--- src/rtl/core/vnu_pkg.sv ---
// ----------------------------------------------------------------------------
// vnu_pkg
// Widths, constants and word types shared by the vector normalize unit.
// ----------------------------------------------------------------------------
`default_nettype none

package vnu_pkg;

  localparam int COMPONENT_BITS       = 16;
  localparam int RESULT_FRACTION_BITS = 14;
  localparam int LANES                = 4;

  localparam int UNIT_BITS = RESULT_FRACTION_BITS + 2;
  localparam int SQ_BITS   = 2 * COMPONENT_BITS;
  localparam int SUM_BITS  = 2 * COMPONENT_BITS + 2;
  localparam int ROOT_BITS = COMPONENT_BITS + 1;
  localparam int REM_BITS  = ROOT_BITS + 3;
  localparam int QUOT_BITS = RESULT_FRACTION_BITS + 1;
  localparam int NUM_BITS  = COMPONENT_BITS + RESULT_FRACTION_BITS + 1;
  localparam int TAG_BITS  = LANES * (COMPONENT_BITS + 1);

  typedef struct packed {
    logic signed [COMPONENT_BITS-1:0] comp_x;
    logic signed [COMPONENT_BITS-1:0] comp_y;
    logic signed [COMPONENT_BITS-1:0] comp_z;
    logic signed [COMPONENT_BITS-1:0] comp_w;
  } vec_word_t;

  typedef struct packed {
    logic signed [UNIT_BITS-1:0] unit_x;
    logic signed [UNIT_BITS-1:0] unit_y;
    logic signed [UNIT_BITS-1:0] unit_z;
    logic signed [UNIT_BITS-1:0] unit_w;
    logic                        zero_error;
  } unit_word_t;

  typedef struct packed {
    logic [QUOT_BITS-1:0] quot;
    logic                 neg;
    logic                 len_zero;
  } lane_result_t;

endpackage

`default_nettype wire

--- src/rtl/core/vnu_square_lane.sv ---
// ----------------------------------------------------------------------------
// vnu_square_lane
// Takes the magnitude and sign of one component and squares it, registered.
// ----------------------------------------------------------------------------
`default_nettype none

module vnu_square_lane
  import vnu_pkg::*;
(
  input  wire logic                      clk,
  input  wire logic                      adv,
  input  wire logic [COMPONENT_BITS-1:0] comp,
  output logic      [COMPONENT_BITS-1:0] mag,
  output logic                           neg,
  output logic      [SQ_BITS-1:0]        sq
);

  logic                      neg_c;
  logic [COMPONENT_BITS-1:0] mag_c;
  logic [SQ_BITS-1:0]        mag_ext;

  assign neg_c   = comp[COMPONENT_BITS-1];
  assign mag_c   = neg_c ? (~comp + 1'b1) : comp;
  assign mag_ext = {{COMPONENT_BITS{1'b0}}, mag_c};

  always_ff @(posedge clk) begin
    if (adv) begin
      mag <= mag_c;
      neg <= neg_c;
      sq  <= mag_ext * mag_ext;
    end
  end

endmodule

`default_nettype wire

--- config.mk ---
export PLATFORM = sky130hd
export DESIGN_NAME = vnu_square_lane
export DESIGN_NICKNAME = d
export VERILOG_FILES = /design/src/rtl/core/vnu_pkg.sv /design/src/rtl/core/vnu_square_lane.sv
export SDC_FILE = /design/constraint.sdc
export NUM_CORES = 1
export LEC_CHECK = 0
export ABC_AREA = 1
export BUFFER_PORTS_ARGS = -buffer_cell sky130_fd_sc_hd__buf_2
export CORE_UTILIZATION = 45
export DETAILED_ROUTE_END_ITERATION = 6
export HOLD_SLACK_MARGIN = 0.06
export PLACE_DENSITY = 0.64
export SETUP_SLACK_MARGIN = 0.3
export SYNTH_ARGS = -nofsm -noshare
export SYNTH_HDL_FRONTEND = slang
export SYNTH_SLANG_ARGS = --single-unit
--- constraint.sdc ---
create_clock -name clk -period 11.28 [get_ports clk]
set_input_delay 0.564 -clock clk [delete_from_list [all_inputs] [get_ports clk]]
set_output_delay 0.564 -clock clk [all_outputs]
set_load 0.02 [all_outputs]
==> impl_metrics.env <==
export IMPL_outcome="completed"
export IMPL_yosysWarnings=0
export IMPL_syn_cell_area_um2=9870
export IMPL_crit_path_start_kind="primary input"
export IMPL_synth_cell_types=34
export IMPL_drc=0
export IMPL_min_period_ns=7.42
export IMPL_grt_start_max_net_pins=48
export IMPL_cp_data_arrival_time_ns=7.50
export IMPL_clock_sinks=47
export IMPL_fmax_ghz=0.135
export IMPL_critical_path_slowest_cell="fa_1"
export IMPL_synth_edf_count=47
export IMPL_ant_nets=0
export IMPL_avgSynthCellArea_um2=8.04
export IMPL_cp_required_ns=11.36
export IMPL_clockBufferDepth=2
export IMPL_final_layout_size_suffix_gt1_frac=0.0983
export IMPL_slew_headroom=0.473
export IMPL_hpwl_mm=18.9
export IMPL_wirelength_mm=22.8
export IMPL_cp_max_fo=17
export IMPL_cpPeakStageDelay_ns=0.54
export IMPL_grt_pass1_wl_mm=38.6
export IMPL_yosys_top_cells_area="fa_1 (33%), edfxtp_1 (14%), inv_1 (13%), ha_1 (12%), nand2_1 (11%)"
export IMPL_start_util=0.464
export IMPL_critPathCaptureType="flip-flop"
export IMPL_gp_congestion=0.893
export IMPL_rsz0062_at_grt="false"
export IMPL_fp_dieH_um=150
export IMPL_overflow=0
export IMPL_htree_num_levels=2
export IMPL_hold_path_class="primary input to flip-flop"
export IMPL_synth_cells=1227
export IMPL_via_count=7604
export IMPL_die_area_um2=22500
export IMPL_cts_tree="done"
export IMPL_path_clk_slew_ns=0.08
export IMPL_async_flop_share=0
export IMPL_finalMaxSlewViolations=0
export IMPL_cts_resized=0
export IMPL_num_rows=53
export IMPL_worstHoldPathCells=1
export IMPL_finalHoldViolCount=0
export IMPL_drt_iter0_drc=579
export IMPL_ys_ff_latch=47
export IMPL_path_class="primary input to flip-flop"
export IMPL_globalRouteTotalUtil=0.227
export IMPL_yosys_most_used_dff="edfxtp_1"
export IMPL_portBuffers=65
export IMPL_io_pins=67
export IMPL_area_delta_synth_final_pct=7.70
export IMPL_grt_pass1_vias=7935
export IMPL_antenna_found_initial=0
export IMPL_n_antenna_cell=0
export IMPL_numCtsBuffers=5
export IMPL_wl_per_cell_um=14.5
export IMPL_drtPass1Iterations=6
export IMPL_synth_top_area_share=0.333
export IMPL_worst_pin_slew_ns=0.790
export IMPL_period_share=0.658
export IMPL_cts_setup_buffers=0
export IMPL_ctsHoldBuffers=0
export IMPL_finalSetupViolations=0
export IMPL_nets=1569
export IMPL_ctsRootBufferMaster="clkbuf_16"
export IMPL_vias_per_cell=4.85
export IMPL_finalSetupTns_ns=0
export IMPL_die_w_um=150
export IMPL_ys_seq_area_frac=0.143
export IMPL_yosys_area_top_type="fa_1"
export IMPL_fp_coreArea_um2=21300
export IMPL_cpMostUsedCell="nand2_1"
export IMPL_cap_violations=0
critical path, delay by kind of cell:
| kind | cells | cell delay, ns |
|---|---|---|
| compound gates | 1 | 0.30 |
| fa+ha+maj | 8 | 3.70 |
| buf+inv | 10 | 0.88 |
| simple gates | 14 | 2.01 |
flip-flops by register name (all words and copies together), names as in the netlist:
signal,flops
sq,30
mag,16
neg,1
placed cells by master (no fill, tap or decap), types with 3 or more instances in the layout:
cell type,synthesis,layout
a21o_1,3,3
a21oi_1,21,21
buf_2,5,65
clkbuf_16,0,5
conb_1,2,12
edfxtp_1,47,47
fa_1,164,164
ha_1,96,96
inv_1,348,348
inv_2,16,16
nand2_1,289,289
nand2_2,8,8
nand2_4,3,3
nand3_1,43,43
nand4_1,12,12
nor2_1,91,91
nor2_2,12,12
nor2_4,5,5
nor3_1,6,6
o21ai_0,5,5
o21bai_1,4,4
xnor2_1,4,4
xor2_1,15,15
layout make-up:
cell class                 instances  area [um^2]
fill                            2148        10700
multi-input combinational        806         6990
sequential                        47         1410
inverter                         364         1370
tap                              275          344
timing repair buffer              67          340
clock buffer                       5          125
clock inverter                     3         46.3
cells by family after synthesis:
group                    synth area share
adder cells (fa/ha/maj)             0.454
AO/OA/AOI/OAI                      0.0219
flip-flops                          0.143
AND/OR/NAND/NOR                     0.205
other                            0.000761
XOR/XNOR                           0.0229
buffers and inverters               0.152
synth_stat cells (4+ instances only):
| library cell | n |
|---|---|
| inv_1 | 348 |
| nand3_1 | 43 |
| a21oi_1 | 21 |
| ha_1 | 96 |
| o21ai_0 | 5 |
| buf_2 | 5 |
| nand2_1 | 289 |
| clkbuf_1 | 4 |
| nand4_1 | 12 |
| fa_1 | 164 |
| inv_2 | 16 |
| edfxtp_1 | 47 |
| nor2_1 | 91 |
| nor3_1 | 6 |
| o21bai_1 | 4 |
| xor2_1 | 15 |
| nand2_2 | 8 |
| nor2_2 | 12 |
| xnor2_1 | 4 |
| buf_4 | 8 |
| nor2_4 | 5 |
through the flow:
stage | setup slack [ns] | instances | hold WS (ns) | util | cell area [um^2]
2_1_floorplan | 4.66 | 1237 | 0.663 | - | 9910
3_3_place_gp | 3.66 | 1559 | 0.842 | 0.491 | 10500
3_5_place_dp | 3.62 | 1559 | 0.858 | 0.491 | 10500
4_1_cts | 3.93 | 1567 | 0.538 | 0.499 | 10600
5_1_grt | 3.43 | 1567 | 0.551 | 0.499 | 10600
6_report | 3.86 | 1567 | 0.540 | 0.499 | 10600
metal layers:
metal  global-route usage  up-vias  share of wire
met5                    0        -              0
met4               0.0667        0          0.022
li1                     -     3696              -
met1                0.292     3720           0.44
met3               0.0204       27          0.040
met2                0.402      161           0.50
final timing paths:
kind                     from  endpoint  slack [ns]
worst min-delay path  comp[0]    mag[0]        0.54
worst max-delay path  comp[0]    sq[22]        3.86
Power is left out: the tool's default activity adds up to more than one toggle a clock period on the data nets, which glitch-free logic cannot reach.
