### src/rtl/core/vnu_pkg.sv
// ----------------------------------------------------------------------------
// vnu_pkg
// Widths, constants and word types shared by the vector normalize unit.
// ----------------------------------------------------------------------------
`default_nettype none

package vnu_pkg;

  localparam int COMPONENT_BITS       = 16;
  localparam int RESULT_FRACTION_BITS = 14;
  localparam int LANES                = 4;

  localparam int UNIT_BITS = RESULT_FRACTION_BITS + 2;
  localparam int SQ_BITS   = 2 * COMPONENT_BITS;
  localparam int SUM_BITS  = 2 * COMPONENT_BITS + 2;
  localparam int ROOT_BITS = COMPONENT_BITS + 1;
  localparam int REM_BITS  = ROOT_BITS + 3;
  localparam int QUOT_BITS = RESULT_FRACTION_BITS + 1;
  localparam int NUM_BITS  = COMPONENT_BITS + RESULT_FRACTION_BITS + 1;
  localparam int TAG_BITS  = LANES * (COMPONENT_BITS + 1);

  typedef struct packed {
    logic signed [COMPONENT_BITS-1:0] comp_x;
    logic signed [COMPONENT_BITS-1:0] comp_y;
    logic signed [COMPONENT_BITS-1:0] comp_z;
    logic signed [COMPONENT_BITS-1:0] comp_w;
  } vec_word_t;

  typedef struct packed {
    logic signed [UNIT_BITS-1:0] unit_x;
    logic signed [UNIT_BITS-1:0] unit_y;
    logic signed [UNIT_BITS-1:0] unit_z;
    logic signed [UNIT_BITS-1:0] unit_w;
    logic                        zero_error;
  } unit_word_t;

  typedef struct packed {
    logic [QUOT_BITS-1:0] quot;
    logic                 neg;
    logic                 len_zero;
  } lane_result_t;

endpackage

`default_nettype wire

### src/rtl/core/vnu_sqrt_pipe.sv
// ----------------------------------------------------------------------------
// vnu_sqrt_pipe
// Pipelined integer square root, rounded down, one result bit per stage.
// ----------------------------------------------------------------------------
`default_nettype none

module vnu_sqrt_pipe
  import vnu_pkg::*;
(
  input  wire logic                 clk,
  input  wire logic                 adv,
  input  wire logic [SUM_BITS-1:0]  rad,
  input  wire logic [TAG_BITS-1:0]  tag_in,
  output logic      [ROOT_BITS-1:0] root,
  output logic      [TAG_BITS-1:0]  tag_out
);

  logic [REM_BITS-1:0]  rem_q  [ROOT_BITS];
  logic [ROOT_BITS-1:0] root_q [ROOT_BITS];
  logic [SUM_BITS-1:0]  rad_q  [ROOT_BITS];
  logic [TAG_BITS-1:0]  tag_q  [ROOT_BITS];

  for (genvar s = 0; s < ROOT_BITS; s++) begin : g_stage
    logic [REM_BITS-1:0]  rem_in;
    logic [ROOT_BITS-1:0] root_in;
    logic [SUM_BITS-1:0]  rad_in;
    logic [TAG_BITS-1:0]  tag_s;
    logic [REM_BITS-1:0]  rem_sh;
    logic [REM_BITS-1:0]  trial;
    logic                 take;

    if (s == 0) begin : g_first
      assign rem_in  = '0;
      assign root_in = '0;
      assign rad_in  = rad;
      assign tag_s   = tag_in;
    end else begin : g_next
      assign rem_in  = rem_q[s-1];
      assign root_in = root_q[s-1];
      assign rad_in  = rad_q[s-1];
      assign tag_s   = tag_q[s-1];
    end

    assign rem_sh = {rem_in[REM_BITS-3:0], rad_in[SUM_BITS-1:SUM_BITS-2]};
    assign trial  = {1'b0, root_in, 2'b01};
    assign take   = rem_sh >= trial;

    always_ff @(posedge clk) begin
      if (adv) begin
        rem_q[s]  <= take ? (rem_sh - trial) : rem_sh;
        root_q[s] <= {root_in[ROOT_BITS-2:0], take};
        rad_q[s]  <= {rad_in[SUM_BITS-3:0], 2'b00};
        tag_q[s]  <= tag_s;
      end
    end
  end

  assign root    = root_q[ROOT_BITS-1];
  assign tag_out = tag_q[ROOT_BITS-1];

endmodule

`default_nettype wire

### config.mk
export PLATFORM = sky130hd
export DESIGN_NAME = vnu_sqrt_pipe
export DESIGN_NICKNAME = d
export VERILOG_FILES = /design/src/rtl/core/vnu_pkg.sv /design/src/rtl/core/vnu_sqrt_pipe.sv
export SDC_FILE = /design/constraint.sdc
export NUM_CORES = 2
export LEC_CHECK = 0
export ABC_AREA = 1
export BUFFER_PORTS_ARGS = -buffer_cell sky130_fd_sc_hd__buf_2
export CAP_MARGIN = 25
export CORE_UTILIZATION = 67
export DETAILED_ROUTE_END_ITERATION = 7
export PLACE_DENSITY = 0.85
export SLEW_MARGIN = 25
export SYNTH_ARGS = -nofsm -noshare
export SYNTH_HDL_FRONTEND = slang
export SYNTH_SLANG_ARGS = --single-unit
### constraint.sdc
create_clock -name clk -period 5.92 [get_ports clk]
set_input_delay 1.184 -clock clk [delete_from_list [all_inputs] [get_ports clk]]
set_output_delay 1.184 -clock clk [all_outputs]
set_load 0.1 [all_outputs]
==> out/metrics.cfg <==
[critical_path]
cp_cell_sequence=buf_2
slowest_delay_ns=0.49
worstPathRequired_ns=4.74
arrival_ns=1.75
crit_fanout=1
cp_top_family=flip-flops
cp_num_buf_inv=1
cp-start-kind=flop
critPathKind=reg2out
cp_slowest_cell=edfxtp_1
end_kind=output port

[clocking]
clk-insertion-delay-late_ns=0.80
postCtsSetupBuffers=0
cts_root_buf=clkbuf_16
cts_tree=yes
cts.sinks=1849
cts.clk_slew.worst_paths_ns=0.06
cts_buffers=172
cts_hold_buf=0
cts-resized-gates=0
cts_buffer_depth=3
cts_htree_levels=4

[placement]
routabilityCongestion=0.920
dpl_cell_area_um2=73100
io_buffers=188
dpl_worst_slack_ns=2.77
post-dp-hpwl_um=78300

[synthesis]
synthTopCellsByArea=edfxtp_1 79%, nand2_1 5.5%, ha_1 3.0%
synth_top_area_cell=edfxtp_1
synth_nets=5043
ys_seq_area_frac=0.790
synth_edf_count=1849
synth_top_area_frac=0.790
synth.avg_cell_area_um2=14.7
ys_seq_elements=1849
yosys_warnings=0
yosys.cell_types.count=52
synth_cells=4768
synth_flop_cell=edfxtp_1
async_flop_share=0
synth_area_um2=70300

[global_routing]
grt_max_degree=156
grt.total_usage=0.257
antenna_found_initial=2
grt_pass1_wl_um=208000
gr-total-overflow=0
grt_pass1_vias=37887

[timing]
period_minus_slack_ns=2.93
setup_ws_ns=2.99
finalSetupViolCount=0
worstMarginPinSlew_ns=1.00
slew_viol_final=0
post-route-period-util=0.495
grt_setup_unrepaired=no
fmax_mhz=341
skew_ns=0.0520
whs_ns=0.386
hold_viol_final=0
tns_ns=0
slew_headroom=0.333

[pwr]
irDropWorstVdd_v=0.000455
clock_power_share=0.368
p_switching_w=0.00738
combPwrFrac=0.095
intPower_w=0.0225
pwr-share-seq=0.537
powerDensity_nw_per_um2=380
netSwitchingFraction=0.247
p_leak_nw=30.5

[routing]
vias=37402
vias_per_cell=5.62
wl_um=134000
ant_nets=0
drt-initial-drc-count=3695
first_pass_iters=8
drc=1
wl_per_cell_um=20.2

[floorplanning]
core_um2=104000
initial_utilization=0.677
die_x_um=326
fp-row-count=118
dieArea_um2=106000
die_h_um=326
ioPinCount=189

[finish]
syn_to_final_growth_pct=11.9
antenna_cells=0
nets=5413
final_layout_size_suffix_gt1_frac=0.113
fillers=5848
final_cell_mix=1,849 x edfxtp_1, 1,033 x nand2_1, 519 x inv_1
fin_area_um2=78700
final_common_cell=edfxtp_1

[hold_path]
hold_path.class=reg2reg

[status]
status=complete, but fails checks
violations=DRC

[flow_run]
maxCapViolCount=0

## per-layer routing
layer / global-route usage / share of wire
met1: 0.308 / 0.37
met4: 0.109 / 0.042
met3: 0.0406 / 0.058
met5: 0 / 0.000089
met2: 0.463 / 0.53
## sequential cells by signal, summed over array words and instances (netlist names)
register / cells
tag_q: 1156
root_q: 153
rem_q: 268
rad_q: 272
## power groups by stage
stage	Combinational [W]	Sequential, W	Clock, W
floorplan	0.00169	0.0163	0
global placement	0.00266	0.0162	0
detailed placement	0.00272	0.0163	0
CTS	0.00281	0.0161	0.0112
global route	0.00315	0.0162	0.0117
finish	0.00284	0.0161	0.0110
## logic make-up (layout without fill, tap and decap cells)
group / count (synthesis) / in the layout / share of synthesized area
AO/OA/AOI/OAI: 362 / 362 / 0.0292
XOR/XNOR: 107 / 107 / 0.0133
adder cells (fa/ha/maj): 171 / 171 / 0.0304
buffers and inverters: 559 / 1066 / 0.0322
flip-flops: 1849 / 1849 / 0.790
other: 1 / 1 / 0.0000533
AND/OR/NAND/NOR: 1719 / 1719 / 0.105
## stage by stage
stage | total power (W) | utilization | cells
global route | 0.0310 | 0.758 | 6655
detailed placement | 0.0190 | 0.705 | 6344
finish | 0.0299 | 0.758 | 6655
floorplan | 0.0180 | - | 4768
global placement | 0.0189 | 0.705 | 6344
CTS | 0.0301 | 0.758 | 6655
## worst paths after layout
check	startpoint	to	slack, ns	cells past startpoint
hold / removal	tag_q[0][197]	tag_q[0][265]	0.39	0
setup reg to reg	rad_q[0][286]	rem_q[0][181]	3.02	8
setup / recovery	tag_q[2][59]	tag_out[59]	2.99	1
hold reg to reg	tag_q[0][197]	tag_q[0][265]	0.39	0
## cells in the mapped netlist (2+ instances only)
library cell / instances
nand3_4: 2
and2_1: 4
xnor2_1: 50
nor2_1: 284
nor2_2: 11
nor2_4: 7
o21a_1: 6
ha_1: 171
xor2_1: 57
and3_1: 3
nand4_1: 45
edfxtp_1: 1849
inv_2: 11
o21bai_1: 3
nor4_1: 4
a21oi_2: 26
nand3_1: 197
a21o_1: 4
nand3b_1: 41
inv_1: 519
o21ai_2: 18
nand2_2: 31
or2_2: 3
a21oi_1: 166
nand2_4: 4
buf_4: 9
inv_4: 2
nand4_2: 2
o21ai_1: 36
buf_12: 2
nor3_1: 33
nand3_2: 8
o211ai_1: 2
buf_6: 12
nand2_1: 1033
buf_2: 2
o21ai_0: 95
nor2_8: 2
## layout make-up
cell class,instances,area (µm²),share of cell area
flip-flops and latches,1849,55500,0.706
inverters,532,2000,0.0254
clock inverters,99,1060,0.0135
well taps,1380,1730,0.0219
multi-input cells,2360,12500,0.159
repair buffers,223,1340,0.0171
clock buffers,212,4500,0.0571
(Power assumes the default switching activity.)
